<file path="config.mk">
export PLATFORM = sky130hd
export DESIGN_NAME = signed_gadget_decompose_flat
export DESIGN_NICKNAME = d
export VERILOG_FILES = /design/src/rtl/core/sgd_pkg.sv /design/src/rtl/core/sgd_channels.sv /design/src/rtl/core/signed_gadget_decompose.sv /design/src/rtl/core/sgd_extract.sv /design/src/rtl/core/sgd_balance.sv /design/src/rtl/core/sgd_serialize.sv /design/src/flat_wrapper.sv
export VERILOG_INCLUDE_DIRS = /design/src /design/src/rtl/core
export SDC_FILE = /design/constraint.sdc
export NUM_CORES = 1
export LEC_CHECK = 0
export ABC_AREA = 0
export BUFFER_PORTS_ARGS = -buffer_cell sky130_fd_sc_hd__clkbuf_2
export CORE_MARGIN = 2
export CORE_UTILIZATION = 44
export DETAILED_ROUTE_END_ITERATION = 16
export GPL_TIMING_DRIVEN = 0
export SYNTH_ARGS = -nofsm -noshare
export SYNTH_HDL_FRONTEND = slang
export SYNTH_SLANG_ARGS = --single-unit
</file>
<file path="constraint.sdc">
create_clock -name clk -period 11 [get_ports clk]
set_input_delay 1.1 -clock clk [delete_from_list [all_inputs] [get_ports clk]]
set_output_delay 1.1 -clock clk [all_outputs]
set_load 0.005 [all_outputs]
</file>
<file path="src/rtl/core/signed_gadget_decompose_assert.svh">
// ----------------------------------------------------------------------------
// Assertion macros for the signed gadget decomposer
// Concurrent checks that compile away when SYNTHESIS is defined.
// ----------------------------------------------------------------------------
`ifndef SIGNED_GADGET_DECOMPOSE_ASSERT_SVH
`define SIGNED_GADGET_DECOMPOSE_ASSERT_SVH

`ifndef SYNTHESIS
// Same-cycle implication.
`define SGD_ASSERT_IMP(label, clk, rst_n, ante, cons) \
	label: assert property (@(posedge clk) disable iff (!rst_n) (ante) |-> (cons)) \
		else $error("sgd assertion failed");
// Next-cycle implication.
`define SGD_ASSERT_NEXT(label, clk, rst_n, ante, cons) \
	label: assert property (@(posedge clk) disable iff (!rst_n) (ante) |=> (cons)) \
		else $error("sgd assertion failed");
`else
`define SGD_ASSERT_IMP(label, clk, rst_n, ante, cons)
`define SGD_ASSERT_NEXT(label, clk, rst_n, ante, cons)
`endif

`endif

</file>
<file path="src/rtl/core/sgd_pkg.sv">
// ----------------------------------------------------------------------------
// sgd_pkg
// Shared widths, register indexes and the pipeline control struct.
// ----------------------------------------------------------------------------
package sgd_pkg;

	localparam int DEF_MAX_LEVELS = 8;

	localparam int COEF_W     = 32;
	localparam int DIGIT_W    = 16;
	localparam int LIDX_W     = 3;
	localparam int BITS_W     = 5;
	localparam int LEVELS_W   = 4;
	localparam int CFG_IDX_W  = 4;
	localparam int CFG_DATA_W = 8;

	localparam logic [BITS_W-1:0] MAX_DIGIT_BITS = 5'd16;

	localparam logic [CFG_IDX_W-1:0] REG_DIGIT_BITS = 4'd0;
	localparam logic [CFG_IDX_W-1:0] REG_LEVELS     = 4'd1;

	localparam logic [BITS_W-1:0]   RESET_DIGIT_BITS = 5'd10;
	localparam logic [LEVELS_W-1:0] RESET_LEVELS     = 4'd2;

	// Control that travels with an item down the pipeline.
	typedef struct packed {
		logic                valid;
		logic [BITS_W-1:0]   bits;
		logic [LEVELS_W-1:0] count;
	} item_ctl_t;

endpackage

</file>
<file path="src/rtl/core/sgd_channels.sv">
// ----------------------------------------------------------------------------
// sgd channels
// Valid/ready channel interfaces for coefficients, digits and configuration.
// ----------------------------------------------------------------------------
interface sgd_coef_if;
	logic                        valid;
	logic                        ready;
	logic [sgd_pkg::COEF_W-1:0]  coefficient;
	modport source (output valid, output coefficient, input ready);
	modport sink (input valid, input coefficient, output ready);
endinterface

interface sgd_digit_if;
	logic                              valid;
	logic                              ready;
	logic signed [sgd_pkg::DIGIT_W-1:0] digit;
	logic [sgd_pkg::LIDX_W-1:0]        level_index;
	logic                              last;
	modport source (output valid, output digit, output level_index, output last, input ready);
	modport sink (input valid, input digit, input level_index, input last, output ready);
endinterface

interface sgd_cfg_if;
	logic                            valid;
	logic                            ready;
	logic [sgd_pkg::CFG_IDX_W-1:0]   index;
	logic [sgd_pkg::CFG_DATA_W-1:0]  data;
	modport source (output valid, output index, output data, input ready);
	modport sink (input valid, input index, input data, output ready);
endinterface

</file>
<file path="src/rtl/core/signed_gadget_decompose.sv">
// ----------------------------------------------------------------------------
// signed_gadget_decompose
// Signed gadget decomposition of 32-bit torus coefficients into digits.
// ----------------------------------------------------------------------------
// Usage:
//   coef   - valid/ready input, one 32-bit coefficient per item.
//   result - valid/ready output, one signed digit per item, most
//            significant first, with level_index and last on the final one.
//   cfg    - valid/ready register writes, always ready. Index 0 sets
//            digit_bits, index 1 sets levels; other indexes are ignored.
//            Write only while no coefficient is in flight.
// Timing: three pipeline stages (offset add, lane extract, carry/balance)
//   feed a serializer with an output register, and the stages keep taking
//   coefficients while the serializer is busy. Digits leave the output
//   register one per cycle while result.ready is high, and the serializer
//   loads the next vector as it pushes the last digit. Coefficients
//   arriving with levels 0 are taken and produce nothing.
// Reset: arst_n clears all valid bits and loads digit_bits 10, levels 2.
// Stall: when result.ready drops, the output register holds, the
//   serializer and pipeline fill up, and coef.ready falls once every stage
//   is full. Nothing is lost or repeated.
// ----------------------------------------------------------------------------
`include "signed_gadget_decompose_assert.svh"

module signed_gadget_decompose #(
	parameter int MAX_LEVELS = sgd_pkg::DEF_MAX_LEVELS
) (
	input  logic        clk,
	input  logic        arst_n,
	sgd_cfg_if.sink     cfg,
	sgd_coef_if.sink    coef,
	sgd_digit_if.source result
);

	logic [sgd_pkg::BITS_W-1:0]                  digit_bits_q;
	logic [sgd_pkg::LEVELS_W-1:0]                levels_q;
	logic [sgd_pkg::BITS_W-1:0]                  bits_eff;
	logic [sgd_pkg::LEVELS_W-1:0]                levels_eff;
	sgd_pkg::item_ctl_t                          in_ctl;
	sgd_pkg::item_ctl_t                          ctl_s2;
	sgd_pkg::item_ctl_t                          ctl_s3;
	logic [MAX_LEVELS-1:0][sgd_pkg::DIGIT_W-1:0] raw_s2;
	logic [MAX_LEVELS-1:0][sgd_pkg::DIGIT_W-1:0] digits_s3;
	logic                                        ready_s2;
	logic                                        ser_ready;

	// Register writes; unknown indexes drop.
	assign cfg.ready = 1'b1;

	always_ff @(posedge clk or negedge arst_n) begin
		if (!arst_n) begin
			digit_bits_q <= sgd_pkg::RESET_DIGIT_BITS;
			levels_q     <= sgd_pkg::RESET_LEVELS;
		end else if (cfg.valid) begin
			case (cfg.index)
				sgd_pkg::REG_DIGIT_BITS: digit_bits_q <= cfg.data[sgd_pkg::BITS_W-1:0];
				sgd_pkg::REG_LEVELS:     levels_q     <= cfg.data[sgd_pkg::LEVELS_W-1:0];
				default: ;
			endcase
		end
	end

	// Clamp digit width to 1..16 and level count to MAX_LEVELS.
	always_comb begin
		if (digit_bits_q == '0) begin
			bits_eff = 5'd1;
		end else if (digit_bits_q > sgd_pkg::MAX_DIGIT_BITS) begin
			bits_eff = sgd_pkg::MAX_DIGIT_BITS;
		end else begin
			bits_eff = digit_bits_q;
		end
		if (int'(levels_q) > MAX_LEVELS) begin
			levels_eff = sgd_pkg::LEVELS_W'(MAX_LEVELS);
		end else begin
			levels_eff = levels_q;
		end
	end

	// Items with no levels are taken but never enter the pipeline.
	always_comb begin
		in_ctl.valid = coef.valid && (levels_eff != '0);
		in_ctl.bits  = bits_eff;
		in_ctl.count = levels_eff;
	end

	// Stages 1 and 2: round and cut raw digits.
	sgd_extract #(
		.MAX_LEVELS (MAX_LEVELS)
	) u_extract (
		.clk         (clk),
		.arst_n      (arst_n),
		.in_ctl      (in_ctl),
		.coefficient (coef.coefficient),
		.in_ready    (coef.ready),
		.out_ctl     (ctl_s2),
		.raw         (raw_s2),
		.out_ready   (ready_s2)
	);

	// Stage 3: resolve carries and balance digits.
	sgd_balance #(
		.MAX_LEVELS (MAX_LEVELS)
	) u_balance (
		.clk       (clk),
		.arst_n    (arst_n),
		.in_ctl    (ctl_s2),
		.raw       (raw_s2),
		.in_ready  (ready_s2),
		.out_ctl   (ctl_s3),
		.digits    (digits_s3),
		.out_ready (ser_ready)
	);

	// Serialize digits onto the result channel.
	sgd_serialize #(
		.MAX_LEVELS (MAX_LEVELS)
	) u_serialize (
		.clk      (clk),
		.arst_n   (arst_n),
		.in_ctl   (ctl_s3),
		.digits   (digits_s3),
		.in_ready (ser_ready),
		.result   (result)
	);

	// A digit taken that is not the last must be followed by the next one.
	`SGD_ASSERT_NEXT(a_next_digit_follows, clk, arst_n,
		result.valid && result.ready && !result.last, result.valid)
	`SGD_ASSERT_NEXT(a_index_advances, clk, arst_n,
		result.valid && result.ready && !result.last,
		result.level_index == $past(result.level_index) + 3'd1)
	// A stalled stage 3 item holds its digits.
	`SGD_ASSERT_NEXT(a_s3_holds, clk, arst_n,
		ctl_s3.valid && !ser_ready, ctl_s3.valid && $stable(digits_s3))

endmodule

</file>
<file path="src/rtl/core/sgd_extract.sv">
// ----------------------------------------------------------------------------
// sgd_extract
// Stage 1 adds the rounding offset; stage 2 cuts the raw digit lanes.
// ----------------------------------------------------------------------------
module sgd_extract #(
	parameter int MAX_LEVELS = sgd_pkg::DEF_MAX_LEVELS
) (
	input  logic                                         clk,
	input  logic                                         arst_n,
	input  sgd_pkg::item_ctl_t                           in_ctl,
	input  logic [sgd_pkg::COEF_W-1:0]                   coefficient,
	output logic                                         in_ready,
	output sgd_pkg::item_ctl_t                           out_ctl,
	output logic [MAX_LEVELS-1:0][sgd_pkg::DIGIT_W-1:0]  raw,
	input  logic                                         out_ready
);

	sgd_pkg::item_ctl_t                          ctl_s1;
	sgd_pkg::item_ctl_t                          ctl_s2;
	logic [sgd_pkg::COEF_W-1:0]                  v_s1;
	logic [MAX_LEVELS-1:0][sgd_pkg::DIGIT_W-1:0] raw_s2;
	logic [MAX_LEVELS-1:0][sgd_pkg::DIGIT_W-1:0] raw_next;
	logic                                        ready_s1;
	logic                                        ready_s2;
	logic [8:0]                                  total;
	logic [sgd_pkg::COEF_W-1:0]                  offset;

	assign ready_s2 = !ctl_s2.valid || out_ready;
	assign ready_s1 = !ctl_s1.valid || ready_s2;
	assign in_ready = ready_s1;

	// Rounding offset: half an LSB of the lowest kept digit.
	always_comb begin
		total = 9'(in_ctl.count) * 9'(in_ctl.bits);
		if (total >= 9'd32) begin
			offset = '0;
		end else begin
			offset = 32'd1 << (5'd31 - total[4:0]);
		end
	end

	// Lane i holds the i-th digit from the top; bits below bit 0 read as zero.
	always_comb begin
		logic [8:0]                 sh;
		logic [sgd_pkg::COEF_W-1:0] w;
		logic [sgd_pkg::DIGIT_W-1:0] top;
		for (int i = 0; i < MAX_LEVELS; i++) begin
			sh = 9'(ctl_s1.bits) * 9'(i);
			if (sh >= 9'd32) begin
				w = '0;
			end else begin
				w = v_s1 << sh[4:0];
			end
			top = w[31:16];
			raw_next[i] = top >> (sgd_pkg::MAX_DIGIT_BITS - ctl_s1.bits);
		end
	end

	always_ff @(posedge clk or negedge arst_n) begin
		if (!arst_n) begin
			ctl_s1 <= '0;
			ctl_s2 <= '0;
		end else begin
			if (ready_s1) begin
				ctl_s1 <= in_ctl;
			end
			if (ready_s2) begin
				ctl_s2 <= ctl_s1;
			end
		end
	end

	always_ff @(posedge clk) begin
		if (ready_s1) begin
			v_s1 <= coefficient + offset;
		end
		if (ready_s2) begin
			raw_s2 <= raw_next;
		end
	end

	assign out_ctl = ctl_s2;
	assign raw     = raw_s2;

endmodule

</file>
<file path="src/rtl/core/sgd_balance.sv">
// ----------------------------------------------------------------------------
// sgd_balance
// Stage 3: carry ripple across lanes and balanced digit formation.
// ----------------------------------------------------------------------------
module sgd_balance #(
	parameter int MAX_LEVELS = sgd_pkg::DEF_MAX_LEVELS
) (
	input  logic                                         clk,
	input  logic                                         arst_n,
	input  sgd_pkg::item_ctl_t                           in_ctl,
	input  logic [MAX_LEVELS-1:0][sgd_pkg::DIGIT_W-1:0]  raw,
	output logic                                         in_ready,
	output sgd_pkg::item_ctl_t                           out_ctl,
	output logic [MAX_LEVELS-1:0][sgd_pkg::DIGIT_W-1:0]  digits,
	input  logic                                         out_ready
);

	sgd_pkg::item_ctl_t                          ctl_s3;
	logic [MAX_LEVELS-1:0][sgd_pkg::DIGIT_W-1:0] digits_s3;
	logic [MAX_LEVELS-1:0][sgd_pkg::DIGIT_W-1:0] digits_next;
	logic [MAX_LEVELS-1:0]                       cin;
	logic [3:0]                                  sel;
	logic [sgd_pkg::DIGIT_W-1:0]                 half;
	logic [sgd_pkg::DIGIT_W-1:0]                 mask;

	assign in_ready = !ctl_s3.valid || out_ready;
	assign sel      = 4'(in_ctl.bits - 5'd1);
	assign half     = 16'd1 << sel;
	assign mask     = 16'hFFFF >> (sgd_pkg::MAX_DIGIT_BITS - in_ctl.bits);

	// Carry ripples from the least significant active lane upward:
	// generate when the lane is at least half, propagate at exactly half-1.
	always_comb begin
		logic c;
		c = 1'b0;
		for (int i = MAX_LEVELS - 1; i >= 0; i--) begin
			cin[i] = c;
			if (i < int'(in_ctl.count)) begin
				c = raw[i][sel] || ((raw[i] == half - 16'd1) && c);
			end
		end
	end

	// Low digit_bits of raw+carry, sign-extended, is the balanced digit.
	always_comb begin
		logic [sgd_pkg::DIGIT_W-1:0] s;
		for (int i = 0; i < MAX_LEVELS; i++) begin
			s = (raw[i] + 16'(cin[i])) & mask;
			if (s[sel]) begin
				s = s | ~mask;
			end
			digits_next[i] = s;
		end
	end

	always_ff @(posedge clk or negedge arst_n) begin
		if (!arst_n) begin
			ctl_s3 <= '0;
		end else if (in_ready) begin
			ctl_s3 <= in_ctl;
		end
	end

	always_ff @(posedge clk) begin
		if (in_ready) begin
			digits_s3 <= digits_next;
		end
	end

	assign out_ctl = ctl_s3;
	assign digits  = digits_s3;

endmodule

</file>
<file path="src/rtl/core/sgd_serialize.sv">
// ----------------------------------------------------------------------------
// sgd_serialize
// Shifts a digit vector out via an output register, one digit per ready cycle.
// ----------------------------------------------------------------------------
module sgd_serialize #(
	parameter int MAX_LEVELS = sgd_pkg::DEF_MAX_LEVELS
) (
	input  logic                                         clk,
	input  logic                                         arst_n,
	input  sgd_pkg::item_ctl_t                           in_ctl,
	input  logic [MAX_LEVELS-1:0][sgd_pkg::DIGIT_W-1:0]  digits,
	output logic                                         in_ready,
	sgd_digit_if.source                                  result
);

	logic                                        busy_q;
	logic [sgd_pkg::LEVELS_W-1:0]                idx_q;
	logic [sgd_pkg::LEVELS_W-1:0]                cnt_q;
	logic [MAX_LEVELS-1:0][sgd_pkg::DIGIT_W-1:0] buf_q;
	logic                                        valid_q;
	logic [sgd_pkg::DIGIT_W-1:0]                 digit_q;
	logic [sgd_pkg::LIDX_W-1:0]                  lidx_q;
	logic                                        last_q;
	logic                                        out_free;
	logic                                        push;
	logic                                        at_last;
	logic                                        done;
	logic                                        load;

	assign out_free = !valid_q || result.ready;
	assign push     = busy_q && out_free;
	assign at_last  = (idx_q == cnt_q - 4'd1);
	assign done     = push && at_last;
	assign in_ready = !busy_q || done;
	assign load     = in_ctl.valid && in_ready;

	always_ff @(posedge clk or negedge arst_n) begin
		if (!arst_n) begin
			busy_q  <= 1'b0;
			idx_q   <= '0;
			cnt_q   <= '0;
			valid_q <= 1'b0;
		end else begin
			if (load) begin
				busy_q <= 1'b1;
				idx_q  <= '0;
				cnt_q  <= in_ctl.count;
			end else if (done) begin
				busy_q <= 1'b0;
			end else if (push) begin
				idx_q <= idx_q + 4'd1;
			end
			if (push) begin
				valid_q <= 1'b1;
			end else if (result.ready) begin
				valid_q <= 1'b0;
			end
		end
	end

	always_ff @(posedge clk) begin
		if (load) begin
			buf_q <= digits;
		end else if (push) begin
			for (int k = 0; k < MAX_LEVELS - 1; k++) begin
				buf_q[k] <= buf_q[k+1];
			end
			buf_q[MAX_LEVELS-1] <= '0;
		end
		if (push) begin
			digit_q <= buf_q[0];
			lidx_q  <= idx_q[sgd_pkg::LIDX_W-1:0];
			last_q  <= at_last;
		end
	end

	assign result.valid       = valid_q;
	assign result.digit       = $signed(digit_q);
	assign result.level_index = lidx_q;
	assign result.last        = last_q;

endmodule

</file>
<file path="src/flat_wrapper.sv">
// flat-port wrapper written by rule: the top's interface ports become plain ports
module signed_gadget_decompose_flat 
#(
	parameter int MAX_LEVELS = sgd_pkg::DEF_MAX_LEVELS
)
  (clk, arst_n, cfg_valid, cfg_index, cfg_data, cfg_ready, coef_valid, coef_coefficient, coef_ready, result_valid, result_digit, result_level_index, result_last, result_ready);
  sgd_cfg_if cfg_i ();
  sgd_coef_if coef_i ();
  sgd_digit_if result_i ();
  input  logic clk;
  input  logic arst_n;
  input wire logic [$bits(cfg_i.valid)-1:0] cfg_valid;
  input wire logic [$bits(cfg_i.index)-1:0] cfg_index;
  input wire logic [$bits(cfg_i.data)-1:0] cfg_data;
  output wire logic [$bits(cfg_i.ready)-1:0] cfg_ready;
  input wire logic [$bits(coef_i.valid)-1:0] coef_valid;
  input wire logic [$bits(coef_i.coefficient)-1:0] coef_coefficient;
  output wire logic [$bits(coef_i.ready)-1:0] coef_ready;
  output wire logic [$bits(result_i.valid)-1:0] result_valid;
  output wire logic [$bits(result_i.digit)-1:0] result_digit;
  output wire logic [$bits(result_i.level_index)-1:0] result_level_index;
  output wire logic [$bits(result_i.last)-1:0] result_last;
  input wire logic [$bits(result_i.ready)-1:0] result_ready;
  assign cfg_i.valid = cfg_valid;
  assign cfg_i.index = cfg_index;
  assign cfg_i.data = cfg_data;
  assign cfg_ready = cfg_i.ready;
  assign coef_i.valid = coef_valid;
  assign coef_i.coefficient = coef_coefficient;
  assign coef_ready = coef_i.ready;
  assign result_valid = result_i.valid;
  assign result_digit = result_i.digit;
  assign result_level_index = result_i.level_index;
  assign result_last = result_i.last;
  assign result_i.ready = result_ready;
  signed_gadget_decompose #(.MAX_LEVELS(MAX_LEVELS)) u_core (.clk(clk), .arst_n(arst_n), .cfg(cfg_i), .coef(coef_i), .result(result_i));
endmodule
</file>
==> impl_results.md <==
- First-pass GRT wire length: 242000 um
- Netlist cell types: 102
- Die area: 90800 um2
- Initial antenna violation count: 0
- Fmax achieved: 94.9 MHz
- WP data required: 11.31 ns
- Final Critical Period: 10.54 ns
- Root Driver: clkbuf_16
- Syn_nets: 4327
- RSZ-0062 raised after global routing: false
- Final Max Tran Viols: 0
- DRC: 0
- Post-detail-place hpwl: 133000 um
- Post-detailed-route wirelength per cell: 30.5 um
- WS Path Type: reg2reg
- Dpl cell area: 40800 um2
- Layout Skew: 0.0251 ns
- Syn_area_per_cell: 9.32 um2
- Total vias in the final route: 35423
- Layout Nets: 4452
- Largest net degree at the start of global routing: 72
- Worst-Skew Late Latency: 0.63 ns
- GR Overflow Total: 0
- Post-Syn Instances: 4175
- Yosys top cell by area: edfxtp_1
- Most common cell after layout, fill and taps aside: nand2_1
- FP Rows: 109
- Iteration-0 DRC Markers: 4104
- Sequential area share after synthesis: 36.5%
- Starting Density: 44.2%
- Via density: 6.43
- Status: completed
- Max stage delay on crit path: 0.56 ns
- Final setup fails: 0
- Number of max-cap violations: 0
- H-tree lvl count: 2
- Worst path slowest cell: clkbuf_2
- Synth async-reset ratio: 9.17%
- Synth area leaders: edfxtp_1 (34%), mux4_2 (8.2%), mux2i_1 (6.3%)
- Worst Setup End Kind: flop
- TritonCTS Buffers: 51
- Fin util: 48.3%
- Startpoint Class: flop
- Min-Delay Path Class: reg2reg
- GP Congestion: 1.08
- Largest fanout on the critical path: 12
- Die height: 301 um
- Least-Margin Pin Slew: 1.44 ns
- Final hold violations: 0
- CP most frequent cell: ha_1
- Yosys reg bits: 480
- Ys flop type: edfxtp_1
- Synthesized area: 38900 um2
- Clock tree buffer depth: 3
- EDFF count, synth: 436
- Total Routed Length: 168000 um
- Share of layout cells above drive strength 1: 12.0%
- Synth-to-Final Area Change: 9.24%
- Worst-path clk slew: 0.06 ns
- Die X: 301 um
- Ys Warns: 0
- Worst slew margin: 3.22%
- Final Instance Area: 42500 um2
- CTS tree: built
- N_diodes: 0
- TNS Setup: 0 ns
- GRT Total Usage: 36.6%
- Buffers added on ports: 67
- Top-area cell type share of the netlist area: 33.7%
- Hold_buf cts: 0
- Arr. time, crit path: 10.85 ns
- Most frequent cells in the layout: nand2_1 (654), nor2_1 (513), edfxtp_1 (436), mux2i_1 (246), clkbuf_1 (241)
- I/O Pins: 72
- Period utilisation layout: 95.8%
- Vias in the first global route: 34349
- Sink Count: 480
- Post-DRT Antenna Nets: 0
- 1st-pass router iterations: 9
- Core ar.: 88000 um2
==> cells by family after synthesis <==
logic type | synth area share, %
buffers and inverters | 4.44
adder cells (fa/ha/maj) | 3.58
other | 0.00964
multiplexers | 17.5
AO/OA/AOI/OAI | 15.1
flip-flops | 36.5
XOR/XNOR | 5.07
AND/OR/NAND/NOR | 17.9
==> flip-flops by register name, summed over array words and instances (netlist names), 3 cells and up <==
signal / flops
u_core.levels_q: 4
u_core.u_serialize.idx_q: 4
u_core.u_extract.out_ctl: 10
u_core.u_serialize.result.level_index: 3
u_core.u_balance.out_ctl: 5
u_core.u_balance.digits: 128
u_core.u_serialize.cnt_q: 4
u_core.u_serialize.result.digit: 16
u_core.u_extract.ctl_s1: 10
u_core.u_extract.v_s1: 32
u_core.u_extract.raw: 128
u_core.digit_bits_q: 5
u_core.u_serialize.buf_q: 128
==> area by class of cell <==
class	count	area [um2]
clock buffer	60	1310
buffer	337	1420
fill	8453	45500
timing repair buffer	72	453
sequential	480	14200
multi-input combinational	3274	23000
inverter	84	315
clock inverter	34	333
tap	1165	1460
==> path summary, 6_finish.rpt <==
kind / startpoint / end / slack [ns] / cells after the start
max: u_core.u_extract.out_ctl[4] / u_core.u_balance.digits[18] / 0.46 / 35
min: u_core.u_serialize.buf_q[6] / u_core.u_serialize.result.digit[6] / 0.42 / 0
max reg2reg: u_core.u_extract.out_ctl[4] / u_core.u_balance.digits[18] / 0.46 / 35
min reg2reg: u_core.u_serialize.buf_q[6] / u_core.u_serialize.result.digit[6] / 0.42 / 0
max in group asynchronous: arst_n / u_core.u_extract.out_ctl[1] / 9.62 / 1
min in group asynchronous: arst_n / u_core.digit_bits_q[4] / 0.70 / 1
==> worst max-delay path: cells and delay by family, from the launching register on <==
family          cells  cell delay [ns]
compound gates     10             2.41
buf+inv            10             3.18
mux                 2             0.65
simple gates        7             1.84
flops               1             0.45
fa+ha+maj           5             1.36
xor+xnor            1             0.30
==> synthesized netlist by cell type (15+ instances only) <==
master / n
nand2_1: 656
nor2_1: 513
edfxtp_1: 436
mux2i_1: 246
clkbuf_1: 235
a21oi_1: 214
o21ai_0: 173
mux4_2: 142
xnor2_1: 128
mux2_2: 101
xor2_1: 94
ha_1: 89
inv_1: 79
nand3_1: 77
nor3_1: 74
o22ai_1: 74
a211oi_1: 59
and2_1: 42
buf_2: 42
dfrtp_1: 41
buf_1: 40
and3_1: 39
nand2b_1: 33
o211ai_1: 33
nand4_1: 32
a21o_1: 29
nor2b_1: 28
o32ai_1: 23
a31oi_1: 22
or3_1: 22
a22oi_1: 21
nor4_1: 21
o221ai_1: 20
a221oi_1: 16
buf_4: 15
or2_2: 15
==> routing by layer <==
layer,up-vias,wire (um),track usage (%)
met2,2192,77700,59.8
met1,16916,62700,43.6
li1,15609,-,-
met4,0,15000,27.2
met3,706,12700,5.63
met5,-,0,0
==> what timing repair did <==
item,CTS,global route
endpoints found under the setup margin,0,67
buffers inserted,0,0
resized for setup,0,7
==> per-stage QoR <==
stage / instances / worst slack, ns / hold WS, ns
floorplan: 4175 / 3.49 / 0.400
global route: 5506 / 0.0738 / 0.429
finish: 5506 / 0.464 / 0.418
global placement: 5407 / 0.0517 / 0.404
detailed placement: 5411 / 0.0411 / 0.405
CTS: 5505 / 0.0219 / 0.419
Power is not shown: default switching activity piles up to over one toggle a cycle in this logic, so the estimate is an artifact.
